`src/rtl/sas_pkg.sv`:
```
// Shared types and constants of the sprite animation sequencer.
package sas_pkg;

  typedef enum logic [1:0] {
    FUNC_ADD    = 2'd0,
    FUNC_CHANGE = 2'd1,
    FUNC_TICK   = 2'd2,
    FUNC_ORIENT = 2'd3
  } func_e;

  typedef enum logic [1:0] {
    STATUS_OK      = 2'd0,
    STATUS_FULL    = 2'd1,
    STATUS_UNKNOWN = 2'd2,
    STATUS_NO_ANIM = 2'd3
  } status_e;

  localparam int unsigned CFG_IDX_W  = 1;
  localparam int unsigned CFG_DATA_W = 8;
  localparam logic [CFG_IDX_W-1:0] CFG_TILE_WIDTH = 1'b0;
  localparam logic [CFG_IDX_W-1:0] CFG_FRAME_GAP  = 1'b1;

  localparam logic [7:0] TILE_WIDTH_RST = 8'd16;
  localparam logic [3:0] FRAME_GAP_RST  = 4'd0;

  localparam logic [23:0] TIMER_MAX = 24'hFF_FFFF;

  // Table entry, geometry half.
  typedef struct packed {
    logic [7:0]  loop_start;
    logic [7:0]  frames_in_anim;
    logic [11:0] start_y;
    logic [11:0] start_x;
  } geo_t;

  // Table entry, timing half.
  typedef struct packed {
    logic        runs_when_still;
    logic [1:0]  drawn_facing;
    logic [23:0] frame_time;
  } tim_t;

  // Controller to datapath.
  typedef struct packed {
    logic ready;
    logic exec;
    logic srch_start;
    logic srch_rd;
    logic srch_next;
    logic srch_hit;
    logic srch_miss;
    logic fetch;
    logic eval;
    logic mul;
    logic load;
  } ctl_cmd_t;

  // Datapath to controller.
  typedef struct packed {
    logic in_valid;
    logic need_search;
    logic srch_end;
    logic key_hit;
    logic out_free;
  } dp_stat_t;

endpackage

```
`src/rtl/sas_if.sv`:
```
// Word channels of the sprite animation sequencer: input items and results.
interface sas_in_if;
  logic        valid;
  logic        ready;
  logic [1:0]  func;
  logic [7:0]  state_id;
  logic [11:0] start_x;
  logic [11:0] start_y;
  logic [7:0]  frames_in_anim;
  logic [23:0] frame_time;
  logic [7:0]  loop_start;
  logic [1:0]  drawn_facing;
  logic        runs_when_still;
  logic [23:0] elapsed;
  logic        is_still;
  logic [1:0]  facing;

  modport source (
    output valid, func, state_id, start_x, start_y, frames_in_anim, frame_time,
           loop_start, drawn_facing, runs_when_still, elapsed, is_still, facing,
    input  ready
  );
  modport sink (
    input  valid, func, state_id, start_x, start_y, frames_in_anim, frame_time,
           loop_start, drawn_facing, runs_when_still, elapsed, is_still, facing,
    output ready
  );
endinterface

interface sas_out_if;
  logic        valid;
  logic        ready;
  logic [16:0] src_x;
  logic [11:0] src_y;
  logic [7:0]  frame_index;
  logic        flip;
  logic [1:0]  status;

  modport source (
    output valid, src_x, src_y, frame_index, flip, status,
    input  ready
  );
  modport sink (
    input  valid, src_x, src_y, frame_index, flip, status,
    output ready
  );
endinterface

```
`src/rtl/sas_ctrl.sv`:
```
// Controller state machine of the sprite animation sequencer.
module sas_ctrl (
  input  logic                clk_i,
  input  logic                rst_ni,
  input  sas_pkg::dp_stat_t   stat_i,
  output sas_pkg::ctl_cmd_t   cmd_o
);
  import sas_pkg::*;

  typedef enum logic [7:0] {
    ST_IDLE     = 8'b0000_0001,
    ST_EXEC     = 8'b0000_0010,
    ST_SRCH_RD  = 8'b0000_0100,
    ST_SRCH_CMP = 8'b0000_1000,
    ST_FETCH    = 8'b0001_0000,
    ST_EVAL     = 8'b0010_0000,
    ST_MUL      = 8'b0100_0000,
    ST_LOAD     = 8'b1000_0000
  } state_e;

  state_e state_q, state_d;

  always_comb begin
    state_d = state_q;
    cmd_o   = '0;
    unique case (state_q)
      ST_IDLE: begin
        cmd_o.ready = 1'b1;
        if (stat_i.in_valid) state_d = ST_EXEC;
      end
      ST_EXEC: begin
        cmd_o.exec       = 1'b1;
        cmd_o.srch_start = 1'b1;
        state_d = stat_i.need_search ? ST_SRCH_RD : ST_FETCH;
      end
      ST_SRCH_RD: begin
        if (stat_i.srch_end) begin
          cmd_o.srch_miss = 1'b1;
          state_d = ST_FETCH;
        end else begin
          cmd_o.srch_rd = 1'b1;
          state_d = ST_SRCH_CMP;
        end
      end
      ST_SRCH_CMP: begin
        if (stat_i.key_hit) begin
          cmd_o.srch_hit = 1'b1;
          state_d = ST_FETCH;
        end else begin
          cmd_o.srch_next = 1'b1;
          state_d = ST_SRCH_RD;
        end
      end
      ST_FETCH: begin
        cmd_o.fetch = 1'b1;
        state_d = ST_EVAL;
      end
      ST_EVAL: begin
        cmd_o.eval = 1'b1;
        state_d = ST_MUL;
      end
      ST_MUL: begin
        cmd_o.mul = 1'b1;
        state_d = ST_LOAD;
      end
      ST_LOAD: begin
        if (stat_i.out_free) begin
          cmd_o.load = 1'b1;
          state_d = ST_IDLE;
        end
      end
      default: state_d = ST_IDLE;
    endcase
  end

  always_ff @(posedge clk_i or negedge rst_ni) begin
    if (!rst_ni) begin
      state_q <= ST_IDLE;
    end else begin
      state_q <= state_d;
    end
  end

  // result register must be free when a result is loaded
  a_load_free: assert property (@(posedge clk_i) disable iff (!rst_ni)
    cmd_o.load |-> stat_i.out_free)
    else $error("result loaded over a pending word");

  // a key compare always follows its read
  a_cmp_after_rd: assert property (@(posedge clk_i) disable iff (!rst_ni)
    (state_q == ST_SRCH_CMP) |-> ($past(state_q) == ST_SRCH_RD))
    else $error("key compare without a read");

  // a hit ends the search and fetches the entry
  a_hit_fetch: assert property (@(posedge clk_i) disable iff (!rst_ni)
    cmd_o.srch_hit |=> (state_q == ST_FETCH))
    else $error("hit did not fetch the entry");

endmodule

```
`src/rtl/sas_dp.sv`:
```
// Datapath of the sprite animation sequencer: table memories, timer, frame, result.
module sas_dp #(
  parameter int unsigned MAX_ANIMS = 16
) (
  input  logic                              clk_i,
  input  logic                              rst_ni,
  input  logic                              cfg_we_i,
  input  logic [sas_pkg::CFG_IDX_W-1:0]     cfg_idx_i,
  input  logic [sas_pkg::CFG_DATA_W-1:0]    cfg_data_i,
  sas_in_if.sink                            in_i,
  sas_out_if.source                         out_o,
  input  sas_pkg::ctl_cmd_t                 cmd_i,
  output sas_pkg::dp_stat_t                 stat_o
);
  import sas_pkg::*;

  localparam int unsigned IDX_W = (MAX_ANIMS > 1) ? $clog2(MAX_ANIMS) : 1;
  localparam int unsigned CNT_W = $clog2(MAX_ANIMS + 1);
  localparam logic [CNT_W-1:0] CNT_MAX = CNT_W'(MAX_ANIMS);

  // table memories
  logic [7:0] key_mem [MAX_ANIMS];
  geo_t       geo_mem [MAX_ANIMS];
  tim_t       tim_mem [MAX_ANIMS];
  logic [7:0] key_rd_q;
  geo_t       geo_rd_q;
  tim_t       tim_rd_q;

  // latched item
  func_e       func_q;
  logic [7:0]  sid_q;
  geo_t        geo_in_q;
  tim_t        tim_in_q;
  logic [23:0] elapsed_q;
  logic        is_still_q;
  logic [1:0]  facing_in_q;

  // configuration
  logic [7:0] tile_width_q;
  logic [3:0] frame_gap_q;

  // sequencer state
  logic [CNT_W-1:0] anim_count_q;
  logic [IDX_W-1:0] active_entry_q;
  logic             has_active_q;
  logic [7:0]       active_sid_q;
  logic [7:0]       frame_q, frame_d;
  logic [23:0]      timer_q, timer_d;
  logic [1:0]       cur_facing_q;
  logic [CNT_W-1:0] srch_idx_q;
  status_e          status_q;
  logic [16:0]      prod_q;

  // result register
  logic        out_valid_q;
  logic [16:0] src_x_q;
  logic [11:0] src_y_q;
  logic [7:0]  frame_index_q;
  logic        flip_q;
  status_e     out_status_q;

  logic             accept;
  logic             full;
  logic             add_ok;
  logic [IDX_W-1:0] rd_addr;
  logic [24:0]      tsum;
  logic [23:0]      tsat;
  logic [8:0]       fnext;
  logic             tick_run;
  logic [17:0]      xsum;

  assign accept = cmd_i.ready & in_i.valid;
  assign full   = (anim_count_q == CNT_MAX);
  assign add_ok = cmd_i.exec & (func_q == FUNC_ADD) & ~full;
  assign rd_addr = cmd_i.srch_rd ? srch_idx_q[IDX_W-1:0] : active_entry_q;

  assign in_i.ready = cmd_i.ready;

  assign stat_o.in_valid    = in_i.valid;
  assign stat_o.need_search = (func_q == FUNC_CHANGE) & (sid_q != active_sid_q);
  assign stat_o.srch_end    = (srch_idx_q >= anim_count_q);
  assign stat_o.key_hit     = (key_rd_q == sid_q);
  assign stat_o.out_free    = ~out_valid_q | out_o.ready;

  // tick: saturating timer, advance and wrap
  always_comb begin
    tsum     = {1'b0, timer_q} + {1'b0, elapsed_q};
    tsat     = tsum[24] ? TIMER_MAX : tsum[23:0];
    fnext    = {1'b0, frame_q} + 9'd1;
    tick_run = (func_q == FUNC_TICK) & has_active_q &
               ~(is_still_q & ~tim_rd_q.runs_when_still);
    timer_d  = timer_q;
    frame_d  = frame_q;
    if (tick_run) begin
      if (tsat > tim_rd_q.frame_time) begin
        timer_d = '0;
        frame_d = (fnext >= {1'b0, geo_rd_q.frames_in_anim}) ?
                  geo_rd_q.loop_start : fnext[7:0];
      end else begin
        timer_d = tsat;
      end
    end
  end

  assign xsum = {6'd0, geo_rd_q.start_x} + {1'b0, prod_q};

  // memories: one write port, one registered read port
  always_ff @(posedge clk_i) begin
    if (add_ok) begin
      key_mem[anim_count_q[IDX_W-1:0]] <= sid_q;
      geo_mem[anim_count_q[IDX_W-1:0]] <= geo_in_q;
      tim_mem[anim_count_q[IDX_W-1:0]] <= tim_in_q;
    end
    if (cmd_i.srch_rd | cmd_i.fetch) begin
      key_rd_q <= key_mem[rd_addr];
      geo_rd_q <= geo_mem[rd_addr];
      tim_rd_q <= tim_mem[rd_addr];
    end
  end

  // item capture and product
  always_ff @(posedge clk_i) begin
    if (accept) begin
      func_q      <= func_e'(in_i.func);
      sid_q       <= in_i.state_id;
      geo_in_q    <= '{loop_start: in_i.loop_start, frames_in_anim: in_i.frames_in_anim,
                       start_y: in_i.start_y, start_x: in_i.start_x};
      tim_in_q    <= '{runs_when_still: in_i.runs_when_still,
                       drawn_facing: in_i.drawn_facing, frame_time: in_i.frame_time};
      elapsed_q   <= in_i.elapsed;
      is_still_q  <= in_i.is_still;
      facing_in_q <= in_i.facing;
    end
    if (cmd_i.srch_start) srch_idx_q <= '0;
    else if (cmd_i.srch_next) srch_idx_q <= srch_idx_q + CNT_W'(1);
    if (cmd_i.mul) prod_q <= 17'(frame_q) * (17'(tile_width_q) + 17'(frame_gap_q));
  end

  // configuration
  always_ff @(posedge clk_i or negedge rst_ni) begin
    if (!rst_ni) begin
      tile_width_q <= TILE_WIDTH_RST;
      frame_gap_q  <= FRAME_GAP_RST;
    end else if (cfg_we_i) begin
      unique case (cfg_idx_i)
        CFG_TILE_WIDTH: tile_width_q <= cfg_data_i;
        CFG_FRAME_GAP:  frame_gap_q  <= cfg_data_i[3:0];
        default: ;
      endcase
    end
  end

  // sequencer state
  always_ff @(posedge clk_i or negedge rst_ni) begin
    if (!rst_ni) begin
      anim_count_q   <= '0;
      active_entry_q <= '0;
      has_active_q   <= 1'b0;
      active_sid_q   <= '0;
      frame_q        <= '0;
      timer_q        <= '0;
      cur_facing_q   <= '0;
      status_q       <= STATUS_OK;
    end else begin
      if (accept) status_q <= STATUS_OK;
      if (cmd_i.exec) begin
        if (func_q == FUNC_ADD) begin
          if (full) begin
            status_q <= STATUS_FULL;
          end else begin
            anim_count_q <= anim_count_q + CNT_W'(1);
            if (!has_active_q) begin
              active_entry_q <= '0;
              has_active_q   <= 1'b1;
            end
          end
        end
        if (func_q == FUNC_ORIENT) cur_facing_q <= facing_in_q;
      end
      if (cmd_i.srch_miss) status_q <= STATUS_UNKNOWN;
      if (cmd_i.srch_hit) begin
        active_sid_q   <= sid_q;
        active_entry_q <= srch_idx_q[IDX_W-1:0];
        has_active_q   <= 1'b1;
        if (!has_active_q || (srch_idx_q[IDX_W-1:0] != active_entry_q)) begin
          frame_q <= '0;
          timer_q <= '0;
        end
      end
      if (cmd_i.eval) begin
        frame_q <= frame_d;
        timer_q <= timer_d;
      end
    end
  end

  // result register
  always_ff @(posedge clk_i or negedge rst_ni) begin
    if (!rst_ni) begin
      out_valid_q <= 1'b0;
    end else if (cmd_i.load) begin
      out_valid_q <= 1'b1;
    end else if (out_o.ready) begin
      out_valid_q <= 1'b0;
    end
  end

  always_ff @(posedge clk_i) begin
    if (cmd_i.load) begin
      if (has_active_q) begin
        src_x_q       <= xsum[16:0];
        src_y_q       <= geo_rd_q.start_y;
        frame_index_q <= frame_q;
        flip_q        <= (cur_facing_q != 2'd0) & (cur_facing_q != tim_rd_q.drawn_facing);
        out_status_q  <= status_q;
      end else begin
        src_x_q       <= '0;
        src_y_q       <= '0;
        frame_index_q <= '0;
        flip_q        <= 1'b0;
        out_status_q  <= (status_q == STATUS_OK) ? STATUS_NO_ANIM : status_q;
      end
    end
  end

  assign out_o.valid       = out_valid_q;
  assign out_o.src_x       = src_x_q;
  assign out_o.src_y       = src_y_q;
  assign out_o.frame_index = frame_index_q;
  assign out_o.flip        = flip_q;
  assign out_o.status      = out_status_q;

  a_count_bound: assert property (@(posedge clk_i) disable iff (!rst_ni)
    anim_count_q <= CNT_MAX)
    else $error("table count past capacity");

  a_active_filled: assert property (@(posedge clk_i) disable iff (!rst_ni)
    has_active_q |-> (anim_count_q != '0))
    else $error("active entry in an empty table");

  a_active_written: assert property (@(posedge clk_i) disable iff (!rst_ni)
    has_active_q |-> ({{(CNT_W-IDX_W+1){1'b0}}, active_entry_q} < {1'b0, anim_count_q}))
    else $error("active entry never written");

endmodule

```
`src/rtl/sprite_animation_sequencer.sv`:
```
// Top level of the sprite animation sequencer: controller plus datapath.
//
// Use: input words arrive on in_i (valid/ready), one result word per input
// word leaves on out_o (valid/ready). func selects add animation, change
// state, tick or set orientation. The tile width and frame gap registers are
// written on the cfg port (index 0 and 1); the user must write them only
// while the block is idle, which the block itself does not enforce.
// Timing: an input word is taken only when the sequencer is idle. A word
// then takes EXEC, FETCH, EVAL, MUL and LOAD, and the next word is taken
// only once the sequencer is back in IDLE. A change to a new state id walks
// the key memory with a SRCH_RD and a SRCH_CMP per entry inspected, ending on
// a hit or in SRCH_RD past the fill count. The single read port of the table
// memories sets this walk; MUL holds the frame_index*(width+gap) product.
// The result word enters the result register in LOAD, after any key walk of
// a change. The result register sits between the sides: while a result waits
// for out_o.ready the next word is already accepted and worked on; it stalls
// only in LOAD until the waiting result is taken.
// Reset: table empty, no active animation, frame, timer and facing zero,
// tile width 16, frame gap 0. Table memories need no clearing pass; only
// entries below the fill count are used.
module sprite_animation_sequencer #(
  parameter int unsigned MAX_ANIMS = 16
) (
  input  logic                            clk_i,
  input  logic                            rst_ni,
  input  logic                            cfg_we_i,
  input  logic [sas_pkg::CFG_IDX_W-1:0]   cfg_idx_i,
  input  logic [sas_pkg::CFG_DATA_W-1:0]  cfg_data_i,
  sas_in_if.sink                          in_i,
  sas_out_if.source                       out_o
);
  import sas_pkg::*;

  ctl_cmd_t cmd;
  dp_stat_t stat;

  // state machine: sequences one word at a time
  sas_ctrl u_ctrl (
    .clk_i  (clk_i),
    .rst_ni (rst_ni),
    .stat_i (stat),
    .cmd_o  (cmd)
  );

  // table, timer, frame counter and result register
  sas_dp #(
    .MAX_ANIMS (MAX_ANIMS)
  ) u_dp (
    .clk_i      (clk_i),
    .rst_ni     (rst_ni),
    .cfg_we_i   (cfg_we_i),
    .cfg_idx_i  (cfg_idx_i),
    .cfg_data_i (cfg_data_i),
    .in_i       (in_i),
    .out_o      (out_o),
    .cmd_i      (cmd),
    .stat_o     (stat)
  );

endmodule

```
`src/flat_wrapper.sv`:
```
// flat-port wrapper written by rule: the top's interface ports become plain ports
module sprite_animation_sequencer_flat import sas_pkg::*;
#(
  parameter int unsigned MAX_ANIMS = 16
)
  (clk_i, rst_ni, cfg_we_i, cfg_idx_i, cfg_data_i, in_i_valid, in_i_func, in_i_state_id, in_i_start_x, in_i_start_y, in_i_frames_in_anim, in_i_frame_time, in_i_loop_start, in_i_drawn_facing, in_i_runs_when_still, in_i_elapsed, in_i_is_still, in_i_facing, in_i_ready, out_o_valid, out_o_src_x, out_o_src_y, out_o_frame_index, out_o_flip, out_o_status, out_o_ready);
  sas_in_if in_i_i ();
  sas_out_if out_o_i ();
  input  logic clk_i;
  input  logic rst_ni;
  input  logic cfg_we_i;
  input  logic [sas_pkg::CFG_IDX_W-1:0] cfg_idx_i;
  input  logic [sas_pkg::CFG_DATA_W-1:0] cfg_data_i;
  input wire logic [$bits(in_i_i.valid)-1:0] in_i_valid;
  input wire logic [$bits(in_i_i.func)-1:0] in_i_func;
  input wire logic [$bits(in_i_i.state_id)-1:0] in_i_state_id;
  input wire logic [$bits(in_i_i.start_x)-1:0] in_i_start_x;
  input wire logic [$bits(in_i_i.start_y)-1:0] in_i_start_y;
  input wire logic [$bits(in_i_i.frames_in_anim)-1:0] in_i_frames_in_anim;
  input wire logic [$bits(in_i_i.frame_time)-1:0] in_i_frame_time;
  input wire logic [$bits(in_i_i.loop_start)-1:0] in_i_loop_start;
  input wire logic [$bits(in_i_i.drawn_facing)-1:0] in_i_drawn_facing;
  input wire logic [$bits(in_i_i.runs_when_still)-1:0] in_i_runs_when_still;
  input wire logic [$bits(in_i_i.elapsed)-1:0] in_i_elapsed;
  input wire logic [$bits(in_i_i.is_still)-1:0] in_i_is_still;
  input wire logic [$bits(in_i_i.facing)-1:0] in_i_facing;
  output wire logic [$bits(in_i_i.ready)-1:0] in_i_ready;
  output wire logic [$bits(out_o_i.valid)-1:0] out_o_valid;
  output wire logic [$bits(out_o_i.src_x)-1:0] out_o_src_x;
  output wire logic [$bits(out_o_i.src_y)-1:0] out_o_src_y;
  output wire logic [$bits(out_o_i.frame_index)-1:0] out_o_frame_index;
  output wire logic [$bits(out_o_i.flip)-1:0] out_o_flip;
  output wire logic [$bits(out_o_i.status)-1:0] out_o_status;
  input wire logic [$bits(out_o_i.ready)-1:0] out_o_ready;
  assign in_i_i.valid = in_i_valid;
  assign in_i_i.func = in_i_func;
  assign in_i_i.state_id = in_i_state_id;
  assign in_i_i.start_x = in_i_start_x;
  assign in_i_i.start_y = in_i_start_y;
  assign in_i_i.frames_in_anim = in_i_frames_in_anim;
  assign in_i_i.frame_time = in_i_frame_time;
  assign in_i_i.loop_start = in_i_loop_start;
  assign in_i_i.drawn_facing = in_i_drawn_facing;
  assign in_i_i.runs_when_still = in_i_runs_when_still;
  assign in_i_i.elapsed = in_i_elapsed;
  assign in_i_i.is_still = in_i_is_still;
  assign in_i_i.facing = in_i_facing;
  assign in_i_ready = in_i_i.ready;
  assign out_o_valid = out_o_i.valid;
  assign out_o_src_x = out_o_i.src_x;
  assign out_o_src_y = out_o_i.src_y;
  assign out_o_frame_index = out_o_i.frame_index;
  assign out_o_flip = out_o_i.flip;
  assign out_o_status = out_o_i.status;
  assign out_o_i.ready = out_o_ready;
  sprite_animation_sequencer #(.MAX_ANIMS(MAX_ANIMS)) u_core (.clk_i(clk_i), .rst_ni(rst_ni), .cfg_we_i(cfg_we_i), .cfg_idx_i(cfg_idx_i), .cfg_data_i(cfg_data_i), .in_i(in_i_i), .out_o(out_o_i));
endmodule
```
`config.mk`:
```
export PLATFORM = sky130hd
export DESIGN_NAME = sprite_animation_sequencer_flat
export DESIGN_NICKNAME = d
export VERILOG_FILES = /design/src/rtl/sas_pkg.sv /design/src/rtl/sas_if.sv /design/src/rtl/sas_ctrl.sv /design/src/rtl/sas_dp.sv /design/src/rtl/sprite_animation_sequencer.sv /design/src/flat_wrapper.sv
export SDC_FILE = /design/constraint.sdc
export NUM_CORES = 2
export LEC_CHECK = 0
export ABC_CLOCK_PERIOD_IN_PS = 15800
export BUFFER_PORTS_ARGS = -buffer_cell sky130_fd_sc_hd__buf_2
export CELL_PAD_IN_SITES_DETAIL_PLACEMENT = 0
export CELL_PAD_IN_SITES_GLOBAL_PLACEMENT = 2
export CORE_UTILIZATION = 51
export DETAILED_ROUTE_END_ITERATION = 8
export PLACE_DENSITY = 0.95
export SYNTH_ARGS = -nofsm -noshare
export SYNTH_HDL_FRONTEND = slang
export SYNTH_SLANG_ARGS = --single-unit
```
`constraint.sdc`:
```
create_clock -name clk_i -period 15.8 [get_ports clk_i]
set_clock_uncertainty 0.15 [all_clocks]
set_input_delay 1.58 -clock clk_i [delete_from_list [all_inputs] [get_ports clk_i]]
set_output_delay 1.58 -clock clk_i [all_outputs]
set_load 0.03 [all_outputs]
```
# Yosys cells after proc, flatten, opt, wreduce, memory -nomap -nowiden
# Memories as Yosys holds them, arrays and structs flattened. A register that Yosys moved wholly into a read port is not among the register bits.
# Cells that the tools add are included.
[op_classes] addsub=6 mul=1 order_cmp=3 n_eq_ne=22 muxes=53 bitwise=15 reduce_logical=19
[ops] cell="two-way mux 24 bit" n=6
[ops] cell="two-way mux 8 bit" n=8
[ops] cell="case mux 8 bit (8 select lines)" n=1
[ops] cell="adder 24 x 24 -> 25 bit" n=1
[ops] cell="greater-than comparator 24 bit" n=1
[ops] cell="two-way mux 4 bit" n=6
[ops] cell="two-way mux 1 bit" n=20
[ops] cell="two-way mux 2 bit" n=9
[ops] cell="adder 12 x 17 -> 17 bit" n=1
[ops] cell="multiplier 8 x 9 -> 17 bit" n=1
[ops] cell="two-way mux 5 bit" n=3
[ops] cell="nonzero test 2 bit" n=6
[ops] cell="adder 5 x 1 -> 5 bit, second input constant" n=2
[ops] cell="adder 8 x 1 -> 9 bit, second input constant" n=1
[ops] cell="adder 8 x 4 -> 9 bit" n=1
[ops] cell="greater-or-equal comparator 9 x 8 -> 1 bit" n=1
[ops] cell="AND reduction 3 bit" n=3
[ops] cell="AND 1 bit" n=8
[ops] cell="equality test 8 x 1 -> 1 bit, second input constant" n=1
[ops] cell="equality test 8 x 2 -> 1 bit, second input constant" n=1
[ops] cell="equality test 8 x 3 -> 1 bit, second input constant" n=1
[ops] cell="equality test 8 x 4 -> 1 bit, second input constant" n=1
[ops] cell="equality test 8 x 5 -> 1 bit, second input constant" n=1
[ops] cell="equality test 8 x 6 -> 1 bit, second input constant" n=1
[ops] cell="other kinds (19)" n=34
[word_totals] register_bits=241 ram_bits=1200 inputBits=118 out_inout_bits=42 elab_cells=153 n_memories=3
[mem_list] memory="u_core.u_dp.geo_mem" words=16 width=40 rd=1 rd_clocked_by_memory_dff=1 write_ports=1 line_no="sas_dp.sv:23" source="geo_t geo_mem [MAX_ANIMS];"
[mem_list] memory="u_core.u_dp.tim_mem" words=16 width=27 rd=1 rd_clocked_by_memory_dff=1 write_ports=1 line_no="sas_dp.sv:24" source="tim_t tim_mem [MAX_ANIMS];"
[mem_list] memory="u_core.u_dp.key_mem" words=16 width=8 rd=1 rd_clocked_by_memory_dff=1 write_ports=1 line_no="sas_dp.sv:22" source="logic [7:0] key_mem [MAX_ANIMS];"

# Depth between registers and ports, before layout
[logic_depth] word_depth=8 ltp_mapped=24 depth_no_buf=24

# By module
# From an unflattened synthesis, not the netlist that was laid out.
[unflattened] cells_unflattened=3346 area_unflattened_um2=61891.9
[by_module_without_submodules] module="sas_dp" instances=1 cells_each=3295 area_per_inst_um2=61403.9 seq_area_each_um2=44899.3
[by_module_without_submodules] module="sas_ctrl" instances=1 cells_each=51 area_per_inst_um2=488.0 seq_area_each_um2=201.4

# Least setup slack after synthesis
# OpenSTA, ideal clock, no wires.
[synth_path] path_type="reg2reg" startpoint="reg u_core.u_ctrl.state_q[2]" endpoint="mem u_core.u_dp.geo_mem[3][0] (netlist bit), enable pin" setup_time_ps=600 t_arrival_ps=7048 required_ps=15050 setup_slack_ps=8002 stages_incl_launch_ff=9 n_path_buf=2 synth_period_minus_slack_ps=7798 path_cell_list="dfrtp_1 -> clkbuf_1 -> nor4_1 -> nand3_1 -> nor3_1 -> o31a_1 -> clkbuf_1 -> nand2_1 -> nor3_1"
[synth_via] elab_chain_len=6
[synth_lines] element="start: declaration" line_no="sas_ctrl.sv:21" source="state_e state_q, state_d;"
[synth_lines] element="start signal: assignment" line_no="sas_ctrl.sv:80" source="state_q <= state_d;"
[synth_lines] element="equality test 8 x 2 -> 1 bit" line_no="sas_ctrl.sv:26" source="unique case (state_q)"
[synth_lines] element="two-way mux 2 bit" line_no="sas_ctrl.sv:26"
[synth_lines] element="AND 1 bit (2 in series)" line_no="sas_dp.sv:74" source="assign add_ok = cmd_i.exec & (func_q == FUNC_ADD) & ~full;"
[synth_lines] element="two-way mux 1 bit" line_no="sas_dp.sv:109" source="if (add_ok) begin"
[synth_lines] element="two-way mux 1 bit (not written as such)" line_no="sas_dp.sv:111" source="geo_mem[anim_count_q[IDX_W-1:0]] <= geo_in_q;"
[synth_lines] element="end: declaration" line_no="sas_dp.sv:23"
# No other way between the ends.

# Final worst setup path
[layout_path] startpoint="reg u_core.u_ctrl.state_q[1]" endpoint="reg, netlist name u_core.u_dp.geo_rd_q[30]"
[layout_via] elab_chain_len=3
[layout_lines] element="equality test 8 x 3 -> 1 bit or equality test 8 x 5 -> 1 bit (tied branches)" line_no="sas_ctrl.sv:26"
[layout_lines] element="two-way mux 1 bit" line_no="sas_ctrl.sv:26"
[layout_lines] element="two-way mux 4 bit or OR 1 bit (tied branches)" line_no="sas_dp.sv:75, sas_dp.sv:114"
# Parallel ways exist; a longest one is shown, timed or not.
# A chain may end at the register's enable or synchronous reset.

==> results.yml <==
status:
  run_status: "complete, no violations"
placement:
  dp.final_hpwl_mm: 75.1
  port_buffers: 159
  place_congestion: 0.776
  detailedPlace.worstSlack_ns: 9.08
finish:
  fillCellCount: 8846
  areaGrowthSynthToFinish_pct: 12.3
  layout-drive-gt1-share_pct: 12.3
  finish.net_count: 4138
power_and_ir_drop:
  power.combinational.fraction_pct: 5.4
  power.share.clock_pct: 39.4
  leakage_dissipation_nw: 28.1
  total_switching_power_mw: 2.09
  power_per_cell_area_nw_per_um2: 130
  p_int_mw: 6.93
  sw_frac_of_total_pct: 23.2
  irDropWorstVdd_mv: 0.114
  share_seq_of_total_power_pct: 55.2
synthesis:
  synth_warnings: 0
  synthFlopType: "sky130_fd_sc_hd__edfxtp_1"
  netlist_area_um2: 61800
  synth.ff_latch_count: 1516
  yosysUniqueCellTypes: 72
  synth_edf_count: 1436
  synth.avg_cell_area_um2: 16.9
  synth_nets: 3935
  synth-async-reset-ratio_pct: 4.95
  synth_seq_area_share_pct: 73.0
  syn_inst: 3652
grt:
  first_global_vias: 32743
  number_of_antenna_violations_at_the_first_check_in_global_routing: 5
  grt_start_max_net_pins: 155
  grt_first_pass_wirelength_mm: 209
  gr-total-overflow: 0
  grt_util_all_layers_pct: 23.2
sta:
  layout_worst_path_cycle_share_pct: 42.2
  tightestPinTransition_ns: 1.30
  setup_viol: 0
  totalNegativeSetupSlack_ns: 0
  period_needed_ns: 6.66
  report.final.slew_viol_count: 0
  final_hold_viol_count: 0
  setup_ws_ns: 9.14
  max-slew-margin-rel_pct: 11.1
  timing.fmax_mhz: 150
  unrepaired_setup_endpoints_after_global_routing: "false"
drt:
  drt.antenna.violating_nets: 0
  remaining_drc_errors: 0
  dr_total_vias: 32836
  dr.first_iter.drc_count: 3322
  wl_mm: 142
  drt_pre_antenna_iters: 5
  drt-vias-per-instance: 5.87
  routed_wire_length_per_instance_um: 25.4
clock_network:
  ctsRootBufferMaster: "sky130_fd_sc_hd__clkbuf_16"
  cts_htree_levels: 4
  ctsResizeCount: 0
  setup_bufs_post_cts: 0
  cts_tree: "built"
  clock_latency_ns: 0.77
  clkTransAtPathRegs_ns: 0.06
  post_cts_hold_buffer_count: 0
  clock_sink_count: 1516
  buffer_levels_on_the_longest_clock_path: 3
  cts_inserted_buffers: 152
worst_setup_path:
  worst_ep_arrival_time_ns: 7.02
  critical_path.max_fanout: 154
  crit_end: "u_core.u_dp.geo_rd_q[30]"
  setup.reg_to_reg.worst_slack_ns: 9.14
  critPathCaptureType: "register"
  crit_start: "u_core.u_ctrl.state_q[1]"
  critPathRequiredTime_ns: 16.16
  worstSetupPathType: "reg -> reg"
  cp-start-kind: "register"
  timing.rr.start: "u_core.u_ctrl.state_q[1]"
  ff2ff_path_depth: 11
  ff_to_ff_end: "u_core.u_dp.geo_rd_q[30]"
die:
  core_area_um2: 120000
  starting_utilization_of_the_core_area_pct: 51.5
  boundaryPins: 160
  die_y_um: 350
  fp.dieW_um: 350
  fp.dieArea_um2: 123000
  num_rows: 127
min_path:
  worstHoldPathType: "reg -> reg"
flow_run:
  max-cap-violations: 0
## cell usage in the layout, fill, tap and decap left out, types with 7 or more instances in the layout
cell,count
sky130_fd_sc_hd__a21o_1,24
sky130_fd_sc_hd__a21oi_1,48
sky130_fd_sc_hd__a22o_1,25
sky130_fd_sc_hd__and2_1,62
sky130_fd_sc_hd__and3_1,11
sky130_fd_sc_hd__buf_2,158
sky130_fd_sc_hd__buf_4,55
sky130_fd_sc_hd__bufinv_16,13
sky130_fd_sc_hd__clkbuf_1,41
sky130_fd_sc_hd__clkbuf_16,153
sky130_fd_sc_hd__clkinv_1,26
sky130_fd_sc_hd__clkinv_2,17
sky130_fd_sc_hd__clkinvlp_4,8
sky130_fd_sc_hd__dfrtp_1,73
sky130_fd_sc_hd__edfxtp_1,1436
sky130_fd_sc_hd__fa_1,45
sky130_fd_sc_hd__ha_1,120
sky130_fd_sc_hd__inv_1,109
sky130_fd_sc_hd__mux2_2,21
sky130_fd_sc_hd__mux2i_1,612
sky130_fd_sc_hd__nand2_1,87
sky130_fd_sc_hd__nand2b_1,19
sky130_fd_sc_hd__nand3_1,20
sky130_fd_sc_hd__nand4_1,16
sky130_fd_sc_hd__nor2_1,60
sky130_fd_sc_hd__nor2_4,13
sky130_fd_sc_hd__nor2b_1,29
sky130_fd_sc_hd__nor3_1,25
sky130_fd_sc_hd__o21a_1,8
sky130_fd_sc_hd__o21ai_0,47
sky130_fd_sc_hd__o21bai_1,7
sky130_fd_sc_hd__o22ai_1,302
sky130_fd_sc_hd__or3_1,9
sky130_fd_sc_hd__or4_1,77
sky130_fd_sc_hd__xnor2_1,53
sky130_fd_sc_hd__xor2_1,25
## flip-flops by register name (all words and copies together) (netlist names), 8 cells and up
name / cells
u_core.u_dp.geo_mem: 640
u_core.u_dp.tim_mem: 432
u_core.u_dp.key_mem: 128
u_core.u_dp.geo_in_q: 40
u_core.u_dp.geo_rd_q: 40
u_core.u_dp.tim_in_q: 27
u_core.u_dp.tim_rd_q: 27
u_core.u_dp.elapsed_q: 24
u_core.u_dp.timer_q: 24
u_core.u_dp.out_o.src_x: 17
u_core.u_dp.prod_q: 17
u_core.u_dp.out_o.src_y: 12
u_core.u_ctrl.state_q: 8
u_core.u_dp.active_sid_q: 8
u_core.u_dp.frame_q: 8
u_core.u_dp.key_rd_q: 8
u_core.u_dp.out_o.frame_index: 8
u_core.u_dp.sid_q: 8
u_core.u_dp.tile_width_q: 8
## power by group through the flow
stage	Clock (mW)	Combinational (mW)	Sequential [mW]
2_1_floorplan	0	0.315	4.97
3_3_place_gp	0	0.490	5.04
3_5_place_dp	0	0.494	5.06
4_1_cts	3.60	0.496	4.98
5_1_grt	3.76	0.537	5.01
6_report	3.55	0.489	4.98
## through the flow
step	instance area [µm²]	total power [mW]	util, %	hold slack [ns]	instances
finish	69400	9.02	57.8	0.353	5591
global placement	64400	5.53	53.7	0.331	5313
detailed placement	64400	5.55	53.7	0.321	5313
floorplan	61800	5.28	-	0.304	3652
CTS	69400	9.08	57.8	0.356	5589
global route	69400	9.30	57.8	0.372	5589
## cell families after synthesis
family / count (synthesis) / synth area share [%]
AO/OA/AOI/OAI: 516 / 5.38
AND/OR/NAND/NOR: 464 / 4.18
buffers and inverters: 277 / 2.06
flip-flops: 1516 / 73.0
XOR/XNOR: 78 / 1.11
multiplexers: 636 / 10.4
adder cells (fa/ha/maj): 165 / 3.89
## cell usage after synthesis, drive strengths merged (58+ instances only)
| cell | count | area [µm²] |
|---|---|---|
| nand2 | 96 | 378 |
| buf | 108 | 636 |
| nor2 | 73 | 274 |
| dfrtp | 73 | 1830 |
| o22ai | 302 | 1890 |
| ha | 120 | 1500 |
| inv | 110 | 413 |
| or4 | 78 | 589 |
| edfxtp | 1436 | 43100 |
| and2 | 62 | 388 |
| clkbuf | 58 | 218 |
| mux2i | 613 | 6140 |
## worst min path at each step
stage | start | to | slack, ns | depth (start not counted)
finish | u_core.u_dp.timer_q[0] | u_core.u_dp.timer_q[0] | 0.35 | 2
global route | u_core.u_dp.frame_gap_q[0] | u_core.u_dp.frame_gap_q[0] | 0.37 | 1
CTS | u_core.u_dp.timer_q[0] | u_core.u_dp.timer_q[0] | 0.36 | 2
detailed placement | u_core.u_dp.facing_in_q[1] | u_core.u_dp.cur_facing_q[1] | 0.32 | 1
global placement | u_core.u_dp.timer_q[0] | u_core.u_dp.timer_q[0] | 0.33 | 2
floorplan | u_core.u_dp.facing_in_q[0] | u_core.u_dp.cur_facing_q[0] | 0.30 | 1
## worst max-delay path, cell delays in order (launching register included)
cell and delay (ns):
sky130_fd_sc_hd__dfrtp_1 0.43, sky130_fd_sc_hd__or4_4 0.57, sky130_fd_sc_hd__or3_4 0.37, sky130_fd_sc_hd__nor3b_4 0.28
sky130_fd_sc_hd__nand2_4 0.16, sky130_fd_sc_hd__mux2i_4 0.80, sky130_fd_sc_hd__buf_12 0.80, sky130_fd_sc_hd__buf_4 0.94
sky130_fd_sc_hd__buf_4 0.82, sky130_fd_sc_hd__mux2i_1 0.28, sky130_fd_sc_hd__o22ai_1 0.11, sky130_fd_sc_hd__or4_1 0.56
## layer usage
metal | global-route usage, % | share of wire, % | routed length (µm)
met4 | 7.02 | 2.3 | 3330
met2 | 38.8 | 49 | 69800
met3 | 3.59 | 7.3 | 10400
met5 | 0 | 0 | 0
met1 | 31.5 | 41 | 58400
## final cells by class
| type | count | area [µm²] | area share, % |
|---|---|---|---|
| Sequential cell | 1516 | 45100 | 65.0 |
| Timing Repair Buffer | 215 | 1240 | 1.79 |
| Inverter | 111 | 422 | 0.608 |
| Multi-Input combinational cell | 1859 | 15600 | 22.5 |
| Antenna cell | 2 | 5.00 | 0.00721 |
| Clock buffer | 196 | 4010 | 5.78 |
| Tap cell | 1612 | 2020 | 2.91 |
| Clock inverter | 80 | 952 | 1.37 |
(Power assumes the default switching activity.)
